--- src/hdl/blr_pkg.sv ---
// shared types, widths and codes for the line rasterizer
// no dependencies; used by every module under hdl

package blr_pkg;

  localparam int COORD_BITS = 15;
  localparam int DIM_BITS   = 14;
  localparam int COLOR_BITS = 16;

  localparam logic [DIM_BITS-1:0] WIDTH_RESET  = DIM_BITS'(320);
  localparam logic [DIM_BITS-1:0] HEIGHT_RESET = DIM_BITS'(240);

  localparam int IN_FIELD_BITS  = 4 * COORD_BITS + COLOR_BITS;
  localparam int IN_DATA_W      = ((IN_FIELD_BITS + 7) / 8) * 8;
  localparam int OUT_FIELD_BITS = 2 * COORD_BITS + COLOR_BITS;
  localparam int OUT_DATA_W     = ((OUT_FIELD_BITS + 7) / 8) * 8;
  localparam int OUT_USER_W     = 2;
  localparam int CMP_W          = (COORD_BITS - 1 > DIM_BITS) ? COORD_BITS - 1 : DIM_BITS;

  localparam int Q_DEPTH = 4;
  localparam int Q_AW    = $clog2(Q_DEPTH);

  typedef logic signed [COORD_BITS-1:0] coord_t;
  typedef logic signed [COORD_BITS:0]   diff_t;
  typedef logic        [COORD_BITS-1:0] delta_t;
  typedef logic signed [COORD_BITS:0]   err_t;
  typedef logic        [COLOR_BITS-1:0] color_t;
  typedef logic        [DIM_BITS-1:0]   dim_t;

  typedef enum logic {
    OP_START = 1'b0,
    OP_STEP  = 1'b1
  } op_t;

  typedef enum logic {
    CFG_SCREEN_WIDTH  = 1'b0,
    CFG_SCREEN_HEIGHT = 1'b1
  } cfg_idx_t;

  // normalized command handed from front to back
  typedef struct packed {
    op_t    op;
    logic   steep;
    logic   minor_neg;
    coord_t major_pos;
    coord_t major_end;
    coord_t minor_pos;
    delta_t d_major;
    delta_t d_minor;
    color_t color;
  } cmd_t;

endpackage

--- src/hdl/blr_front.sv ---
// front end: accepts input items, registers endpoint differences, then normalizes
// a start into major/minor form; depends on blr_pkg

module blr_front (
  input  logic                          clk,
  input  logic                          rst_n,
  input  logic                          in_valid,
  output logic                          in_ready,
  input  blr_pkg::op_t                  in_op,
  input  logic [blr_pkg::IN_DATA_W-1:0] in_data,
  output logic                          cmd_valid,
  input  logic                          cmd_ready,
  output blr_pkg::cmd_t                 cmd
);

  localparam int CB = blr_pkg::COORD_BITS;

  logic            f1_valid_r;
  blr_pkg::op_t    op_r;
  blr_pkg::coord_t ax_r, ay_r, bx_r, by_r;
  blr_pkg::diff_t  dx_r, dy_r;
  blr_pkg::color_t color_r;

  blr_pkg::coord_t ax_in, ay_in, bx_in, by_in;
  blr_pkg::diff_t  adx, ady, md, mr;
  logic            steep, swap;
  blr_pkg::coord_t maj_a, maj_b, min_a, min_b;

  assign ax_in = in_data[CB-1:0];
  assign ay_in = in_data[2*CB-1:CB];
  assign bx_in = in_data[3*CB-1:2*CB];
  assign by_in = in_data[4*CB-1:3*CB];

  assign in_ready  = !f1_valid_r || cmd_ready;
  assign cmd_valid = f1_valid_r;

  always_ff @(posedge clk) begin
    if (!rst_n) begin
      f1_valid_r <= 1'b0;
    end else if (in_ready) begin
      f1_valid_r <= in_valid;
    end
  end

  always_ff @(posedge clk) begin
    if (in_ready && in_valid) begin
      op_r    <= in_op;
      ax_r    <= ax_in;
      ay_r    <= ay_in;
      bx_r    <= bx_in;
      by_r    <= by_in;
      dx_r    <= blr_pkg::diff_t'(bx_in) - blr_pkg::diff_t'(ax_in);
      dy_r    <= blr_pkg::diff_t'(by_in) - blr_pkg::diff_t'(ay_in);
      color_r <= in_data[4*CB+blr_pkg::COLOR_BITS-1:4*CB];
    end
  end

  always_comb begin
    adx   = dx_r[CB] ? -dx_r : dx_r;
    ady   = dy_r[CB] ? -dy_r : dy_r;
    steep = ady > adx;
    md    = steep ? dy_r : dx_r;
    mr    = steep ? dx_r : dy_r;
    maj_a = steep ? ay_r : ax_r;
    maj_b = steep ? by_r : bx_r;
    min_a = steep ? ax_r : ay_r;
    min_b = steep ? bx_r : by_r;
    // endpoints reversed when the major coordinate falls
    swap  = md[CB];

    cmd.op        = op_r;
    cmd.steep     = steep;
    cmd.major_pos = swap ? maj_b : maj_a;
    cmd.major_end = swap ? maj_a : maj_b;
    cmd.minor_pos = swap ? min_b : min_a;
    // minor steps down unless the ordered minor difference is positive
    cmd.minor_neg = swap ? !mr[CB] : (mr[CB] || (mr == '0));
    cmd.d_major   = steep ? ady[CB-1:0] : adx[CB-1:0];
    cmd.d_minor   = steep ? adx[CB-1:0] : ady[CB-1:0];
    cmd.color     = color_r;
  end

endmodule

--- src/hdl/blr_queue.sv ---
// short command queue between front and back ends
// depends on blr_pkg

module blr_queue (
  input  logic          clk,
  input  logic          rst_n,
  input  logic          push_valid,
  output logic          push_ready,
  input  blr_pkg::cmd_t push_cmd,
  output logic          pop_valid,
  input  logic          pop_ready,
  output blr_pkg::cmd_t pop_cmd
);

  localparam int AW = blr_pkg::Q_AW;

  blr_pkg::cmd_t  entry_r [blr_pkg::Q_DEPTH];
  logic [AW-1:0]  wr_ptr_r, rd_ptr_r;
  logic [AW:0]    count_r, count_nxt;
  logic           do_push, do_pop;

  assign push_ready = (count_r != (AW+1)'(blr_pkg::Q_DEPTH));
  assign pop_valid  = (count_r != '0);
  assign pop_cmd    = entry_r[rd_ptr_r];
  assign do_push    = push_valid && push_ready;
  assign do_pop     = pop_valid && pop_ready;

  always_comb begin
    count_nxt = count_r;
    if (do_push && !do_pop) begin
      count_nxt = count_r + 1'b1;
    end else if (do_pop && !do_push) begin
      count_nxt = count_r - 1'b1;
    end
  end

  always_ff @(posedge clk) begin
    if (!rst_n) begin
      wr_ptr_r <= '0;
      rd_ptr_r <= '0;
      count_r  <= '0;
    end else begin
      count_r <= count_nxt;
      if (do_push) begin
        wr_ptr_r <= wr_ptr_r + 1'b1;
      end
      if (do_pop) begin
        rd_ptr_r <= rd_ptr_r + 1'b1;
      end
    end
  end

  always_ff @(posedge clk) begin
    if (do_push) begin
      entry_r[wr_ptr_r] <= push_cmd;
    end
  end

endmodule

--- src/hdl/blr_back.sv ---
// back end: holds the line state, steps the error term and drives the result register
// depends on blr_pkg

module blr_back (
  input  logic                           clk,
  input  logic                           rst_n,
  input  logic                           cmd_valid,
  output logic                           cmd_ready,
  input  blr_pkg::cmd_t                  cmd,
  input  blr_pkg::dim_t                  screen_width,
  input  blr_pkg::dim_t                  screen_height,
  output logic                           out_valid,
  input  logic                           out_ready,
  output logic [blr_pkg::OUT_DATA_W-1:0] out_data,
  output logic [blr_pkg::OUT_USER_W-1:0] out_user,
  output logic                           out_last
);

  localparam int CB = blr_pkg::COORD_BITS;
  localparam int CW = blr_pkg::CMP_W;

  logic            busy_r;
  logic            steep_r, minor_neg_r;
  blr_pkg::coord_t major_pos_r, major_end_r, minor_pos_r;
  blr_pkg::delta_t d_major_r, d_minor_r;
  blr_pkg::err_t   err_r;
  blr_pkg::color_t color_r;

  logic                           out_valid_r;
  logic [blr_pkg::OUT_DATA_W-1:0] out_data_r, out_data_nxt;
  logic [blr_pkg::OUT_USER_W-1:0] out_user_r, out_user_nxt;
  logic                           out_last_r, out_last_nxt;

  logic            take, do_pixel;
  blr_pkg::coord_t px, py;
  logic            last, on_x, on_y;
  blr_pkg::err_t   err_sub;

  assign cmd_ready = !out_valid_r || out_ready;
  assign take      = cmd_valid && cmd_ready;
  assign do_pixel  = take && (cmd.op == blr_pkg::OP_STEP) && busy_r;

  assign out_valid = out_valid_r;
  assign out_data  = out_data_r;
  assign out_user  = out_user_r;
  assign out_last  = out_last_r;

  always_comb begin
    px      = steep_r ? minor_pos_r : major_pos_r;
    py      = steep_r ? major_pos_r : minor_pos_r;
    last    = major_pos_r >= major_end_r;
    on_x    = !px[CB-1] && (CW'(px[CB-2:0]) < CW'(screen_width));
    on_y    = !py[CB-1] && (CW'(py[CB-2:0]) < CW'(screen_height));
    err_sub = err_r - blr_pkg::err_t'({1'b0, d_minor_r});

    out_data_nxt = '0;
    out_user_nxt = '0;
    out_last_nxt = 1'b0;
    if (do_pixel) begin
      out_data_nxt[CB-1:0]    = px;
      out_data_nxt[2*CB-1:CB] = py;
      out_data_nxt[2*CB+blr_pkg::COLOR_BITS-1:2*CB] = color_r;
      out_user_nxt = {on_x && on_y, 1'b1};
      out_last_nxt = last;
    end
  end

  always_ff @(posedge clk) begin
    if (!rst_n) begin
      out_valid_r <= 1'b0;
      busy_r      <= 1'b0;
    end else begin
      if (cmd_ready) begin
        out_valid_r <= cmd_valid;
      end
      if (take) begin
        if (cmd.op == blr_pkg::OP_START) begin
          busy_r <= 1'b1;
        end else if (do_pixel && last) begin
          busy_r <= 1'b0;
        end
      end
    end
  end

  always_ff @(posedge clk) begin
    if (!rst_n) begin
      steep_r     <= 1'b0;
      minor_neg_r <= 1'b0;
      major_pos_r <= '0;
      major_end_r <= '0;
      minor_pos_r <= '0;
      d_major_r   <= '0;
      d_minor_r   <= '0;
      err_r       <= '0;
      color_r     <= '0;
    end else if (take && (cmd.op == blr_pkg::OP_START)) begin
      steep_r     <= cmd.steep;
      minor_neg_r <= cmd.minor_neg;
      major_pos_r <= cmd.major_pos;
      major_end_r <= cmd.major_end;
      minor_pos_r <= cmd.minor_pos;
      d_major_r   <= cmd.d_major;
      d_minor_r   <= cmd.d_minor;
      err_r       <= blr_pkg::err_t'({1'b0, cmd.d_major >> 1});
      color_r     <= cmd.color;
    end else if (do_pixel) begin
      if (err_sub[CB]) begin
        minor_pos_r <= minor_neg_r ? minor_pos_r - 1'b1 : minor_pos_r + 1'b1;
        err_r       <= err_sub + blr_pkg::err_t'({1'b0, d_major_r});
      end else begin
        err_r <= err_sub;
      end
      if (!last) begin
        major_pos_r <= major_pos_r + 1'b1;
      end
    end
  end

  always_ff @(posedge clk) begin
    if (cmd_ready) begin
      out_data_r <= out_data_nxt;
      out_user_r <= out_user_nxt;
      out_last_r <= out_last_nxt;
    end
  end

endmodule

--- src/hdl/bresenham_line_raster.sv ---
// top level of the bresenham line rasterizer: config registers, front, queue, back
// depends on blr_pkg, blr_front, blr_queue, blr_back
//
//  channel | direction | handshake           | payload
//  --------+-----------+---------------------+------------------------------------------
//  in_     | slave     | in_tvalid/in_tready | tuser op; tdata endpoints and color
//  out_    | master    | out_tvalid/tready   | tuser valid, on-screen; tdata x,y,color; tlast
//  cfg_    | slave     | cfg_valid/cfg_ready | cfg_index register, cfg_data value
//
// one item per clock sustained while the output is not stalled; a result passes through
// the front difference register, the command queue and the output register in turn
// the start normalization is split over the front register and the queue input,
// the step update is one subtract, compare and add in the back end
// rst_n is synchronous and clears all control state; sizes come back as 320 by 240
// a stalled output holds the back end; the four-entry queue keeps the front accepting until full

module bresenham_line_raster (
  input  logic                           clk,
  input  logic                           rst_n,
  // input stream
  input  logic                           in_tvalid,
  output logic                           in_tready,
  input  logic [blr_pkg::IN_DATA_W-1:0]  in_tdata,   // start_x, start_y, end_x, end_y, line_color, pad
  input  logic                           in_tuser,   // op
  // result stream
  output logic                           out_tvalid,
  input  logic                           out_tready,
  output logic [blr_pkg::OUT_DATA_W-1:0] out_tdata,  // pixel_x, pixel_y, pixel_color, pad
  output logic [blr_pkg::OUT_USER_W-1:0] out_tuser,  // pixel_valid, on_screen
  output logic                           out_tlast,  // last_pixel
  // configuration writes
  input  logic                           cfg_valid,
  output logic                           cfg_ready,
  input  logic                           cfg_index,
  input  logic [blr_pkg::DIM_BITS-1:0]   cfg_data
);

  blr_pkg::dim_t screen_width_r, screen_height_r;

  logic          f_valid, f_ready;
  blr_pkg::cmd_t f_cmd;
  logic          q_valid, q_ready;
  blr_pkg::cmd_t q_cmd;

  // config writes are always accepted
  assign cfg_ready = 1'b1;

  always_ff @(posedge clk) begin
    if (!rst_n) begin
      screen_width_r  <= blr_pkg::WIDTH_RESET;
      screen_height_r <= blr_pkg::HEIGHT_RESET;
    end else if (cfg_valid && cfg_ready) begin
      unique case (blr_pkg::cfg_idx_t'(cfg_index))
        blr_pkg::CFG_SCREEN_WIDTH:  screen_width_r  <= cfg_data;
        blr_pkg::CFG_SCREEN_HEIGHT: screen_height_r <= cfg_data;
        default: ;
      endcase
    end
  end

  // front: takes items, normalizes starts
  blr_front u_front (
    .clk       (clk),
    .rst_n     (rst_n),
    .in_valid  (in_tvalid),
    .in_ready  (in_tready),
    .in_op     (blr_pkg::op_t'(in_tuser)),
    .in_data   (in_tdata),
    .cmd_valid (f_valid),
    .cmd_ready (f_ready),
    .cmd       (f_cmd)
  );

  // decoupling queue
  blr_queue u_queue (
    .clk        (clk),
    .rst_n      (rst_n),
    .push_valid (f_valid),
    .push_ready (f_ready),
    .push_cmd   (f_cmd),
    .pop_valid  (q_valid),
    .pop_ready  (q_ready),
    .pop_cmd    (q_cmd)
  );

  // back: line stepping and result register
  blr_back u_back (
    .clk           (clk),
    .rst_n         (rst_n),
    .cmd_valid     (q_valid),
    .cmd_ready     (q_ready),
    .cmd           (q_cmd),
    .screen_width  (screen_width_r),
    .screen_height (screen_height_r),
    .out_valid     (out_tvalid),
    .out_ready     (out_tready),
    .out_data      (out_tdata),
    .out_user      (out_tuser),
    .out_last      (out_tlast)
  );

endmodule

--- config.mk ---
export PLATFORM = sky130hd
export DESIGN_NAME = bresenham_line_raster
export DESIGN_NICKNAME = d
export VERILOG_FILES = /design/src/hdl/blr_pkg.sv /design/src/hdl/blr_front.sv /design/src/hdl/blr_queue.sv /design/src/hdl/blr_back.sv /design/src/hdl/bresenham_line_raster.sv
export SDC_FILE = /design/constraint.sdc
export NUM_CORES = 1
export LEC_CHECK = 0
export BUFFER_PORTS_ARGS = -buffer_cell sky130_fd_sc_hd__clkbuf_2
export CAP_MARGIN = 20
export CORE_MARGIN = 2
export CORE_UTILIZATION = 47
export CTS_CLUSTER_DIAMETER = 150
export DETAILED_ROUTE_END_ITERATION = 8
export PLACE_DENSITY_LB_ADDON = 0.05
export RECOVER_POWER = 100
export REMOVE_ABC_BUFFERS = 1
export SYNTH_ARGS = -nofsm -noshare
export SYNTH_HDL_FRONTEND = slang
export SYNTH_HIERARCHICAL = 1
export SYNTH_SLANG_ARGS = --single-unit
--- constraint.sdc ---
create_clock -name clk -period 5.3 [get_ports clk]
set_clock_uncertainty 0.2 [all_clocks]
set_input_delay 0 -clock clk [delete_from_list [all_inputs] [get_ports clk]]
set_output_delay 0 -clock clk [all_outputs]
set_load 0.01 [all_outputs]
==> impl_results.md <==
- Met3 routed WL: 3.09 mm
- PD cells: 549 mW/mm²
- Yosys Warn Count: 6
- RSZ-0062 raised after global routing: no
- Synth-to-Final Area Change: 17.7%
- Leakage: 14.3 nW
- H-tree depth: 3
- Row count: 96
- Clk Latency, worst-skew pair: 630 ps
- Endpoints failing setup: 0
- Share of flip-flops with an asynchronous set or reset: 0
- Drt wl/cell: 20.7 µm
- Top post-synthesis cells by area: edfxtp_1 (49%), dfxtp_1 (9.1%), mux4_2 (6.5%), ha_1 (5.3%), mux2i_1 (3.6%)
- GRT Overall Usage: 0.225
- Final WS setup: 383 ps
- Sequential-to-total area share from yosys stat: 0.581
- Core Region: 0.0688 mm²
- Dominant synthesized flop cell: edfxtp_1
- Mapped Cells: 2500
- Clock Sink Count: 683
- Post-layout min period: 4920 ps
- Vias in the first global route: 21633
- Die H: 268 µm
- Failing checks: max-capacitance violations, max-slew violations
- Final Hold Vio Count: 0
- Die area: 0.0718 mm²
- DIE WIDTH: 268 µm
- Gpl congestion: 0.832
- Largest net degree at the start of global routing: 95
- Synth Cell Area: 0.0328 mm²
- Detail Route Antenna Nets: 0
- Worst EP required: 5440 ps
- Slowest cell on crit path: or4_1
- Average size of a mapped cell: 13.1 µm²
- Worst slack, placed: 492 ps
- CP top delay family: simple AND/OR/NAND/NOR gates
- Metal2 WL: 36.4 mm
- Outcome: complete, but fails checks
- Buf+Inv Stages, Crit Path: 2
- CP most frequent cell: nand2_1
- Worst Tran Pin Value: 3140 ps
- Vias post-DR: 21121
- Critical Path End Type: register
- DR iter-0 viols: 1479
- Share of cells above drive strength 1: 0.116
- Initial antenna violation count: 2
- PostCTS Resize Cnt: 0
- TritonCTS clock tree: done
- Hpwl dp: 52.5 mm
- Flip-flop and latch count after synthesis: 683
- Drt total wl: 79.3 mm
- Cts hold-fix bufs: 197
- Rel. slew slack: -1.09
- Fin nets: 3076
- Startpoint Class: register
- Grt total ovfl: 0
- Clock buffer depth: 3
- Slew Limit Fails: 516
- Postcts setup bufs: 0
- CP max FO: 37
- Global-route wire length before repair: 123 mm
- Crit path DAT: 5060 ps
- Cell taking the most area after synthesis: edfxtp_1
- Met1 WL: 38.0 mm
- Max VDD drop: 0.333 mV
- Setup TNS: 0 ps
- Critical path type: reg2reg
- Number of synthesized flops with an enable pin: 534
- Port bufs: 147
- Max Clock Freq: 0.203 GHz
- Worst-path clk slew: 60 ps
- Worst-path cell chain: or4_1 > nor3_2 > nand2_1 > or3_1 > nand2_1 > xor2_1 > inv_1 > ha_1 > nand4_1 > nor4_1 > a211o_1 > mux2_4 > buf_12 > a211oi_1 > a21oi_1
- Vias per cell: 5.52
- CTS root buf: clkbuf_16
- I/O pin total: 155
- Number of detailed-route iterations in the first pass: 5
- Post-synth top area share: 0.490
- Max Cap Violations: 9
- ANT cells: 0
- Initial Util: 0.476
- DR DRC count: 0
- CTS buffer count: 77
- Final period utilization: 0.928
- Max layer used: met4
- Distinct cells, synth: 88
- Hold WC Path Type: in2reg
- CP peak stage delay: 590 ps
## stage by stage
stage,area [µm²],hold slack (ps),util,instances,power [mW]
after global placement,34300,-23.8,0.498,3484,15.6
final,38600,38.5,0.560,3823,21.2
after CTS,38800,3.63,0.564,3823,21.3
after detailed placement,34300,-21.4,0.498,3484,15.8
after floorplan,32000,-111,-,2372,13.4
after global routing,38600,70.8,0.560,3823,22.5
## report_power, final
part           switching (mW)  internal, mW
combinational            4.89          3.30
sequential              0.562          7.08
clock                    2.21          3.12
total                    7.66          13.5
## routing by layer
layer	track usage	vias up
li1	-	10053
met1	0.327	10460
met2	0.356	484
met3	0.0254	124
met4	0.0682	0
met5	0	-
## area by class of cell
| class | count | area, µm² |
|---|---|---|
| Clock buffer | 93 | 2000 |
| Clock inverter | 49 | 541 |
| Fill cell | 5788 | 30300 |
| Inverter | 155 | 582 |
| Multi-Input combinational cell | 1534 | 12400 |
| Sequential cell | 683 | 19000 |
| Tap cell | 931 | 1160 |
| Timing Repair Buffer | 378 | 2870 |
## kinds of logic after synthesis
group,after synthesis,share of synthesized area
adder cells (fa/ha/maj),146,0.0571
multiplexers,241,0.111
buffers and inverters,284,0.0413
flip-flops,683,0.581
other,2,0.000229
XOR/XNOR,88,0.0238
AND/OR/NAND/NOR,564,0.0865
AO/OA/AOI/OAI,492,0.0997
## synthesized netlist by cell type (56+ instances only)
cell / instances
mux4_2: 94
a211oi_1: 56
clkbuf_1: 67
inv_1: 155
a21oi_1: 134
edfxtp_1: 534
o21ai_0: 78
dfxtp_1: 149
mux2i_1: 119
ha_1: 140
nor2_1: 62
a21boi_0: 73
nand2_1: 231
nor2b_1: 61
## worst min-delay path: cells and delay by family
kind | cells | cell delay [ps]
buffers and inverters | 2 | 640
AO/OA/AOI/OAI | 1 | 110
AND/OR/NAND/NOR | 1 | 70
## layout by cell type, fill, tap and decap left out, types with 25 or more instances in the layout
cell and instances:
a211oi_1 56, a21boi_0 74, a21o_1 29, a21oi_1 134, and3_1 53, clkbuf_1 128
clkbuf_16 77, clkbuf_2 48, dfxtp_1 148, dlygate4sd3_1 197, edfxtp_1 534, ha_1 140
inv_1 155, mux2_2 25, mux2i_1 119, mux4_2 94, nand2_1 231, nand3_1 33
nor2_1 61, nor2b_1 61, nor3_1 25, o21ai_0 80, xnor2_1 42, xor2_1 45
## registers in the layout, summed over array words and instances, names as in the netlist, 16 cells and up, named ones only
name	cells
u_queue/entry_r	376
u_back/out_data	46
u_back/color_r	16
u_back/err_r	16
u_front/color_r	16
u_front/dx_r	16
u_front/dy_r	16
## final timing paths
path,startpoint,endpoint,slack [ps],cells after the start
hold reg to reg,screen_width_r[5],screen_width_r[5],260,2
setup / recovery,u_front/dy_r[3],u_queue/entry_r[2][62],380,15
hold / removal,cfg_data[8],screen_width_r[8],40,4
setup reg to reg,u_front/dy_r[3],u_queue/entry_r[2][62],380,15
(Power assumes the default switching activity.)
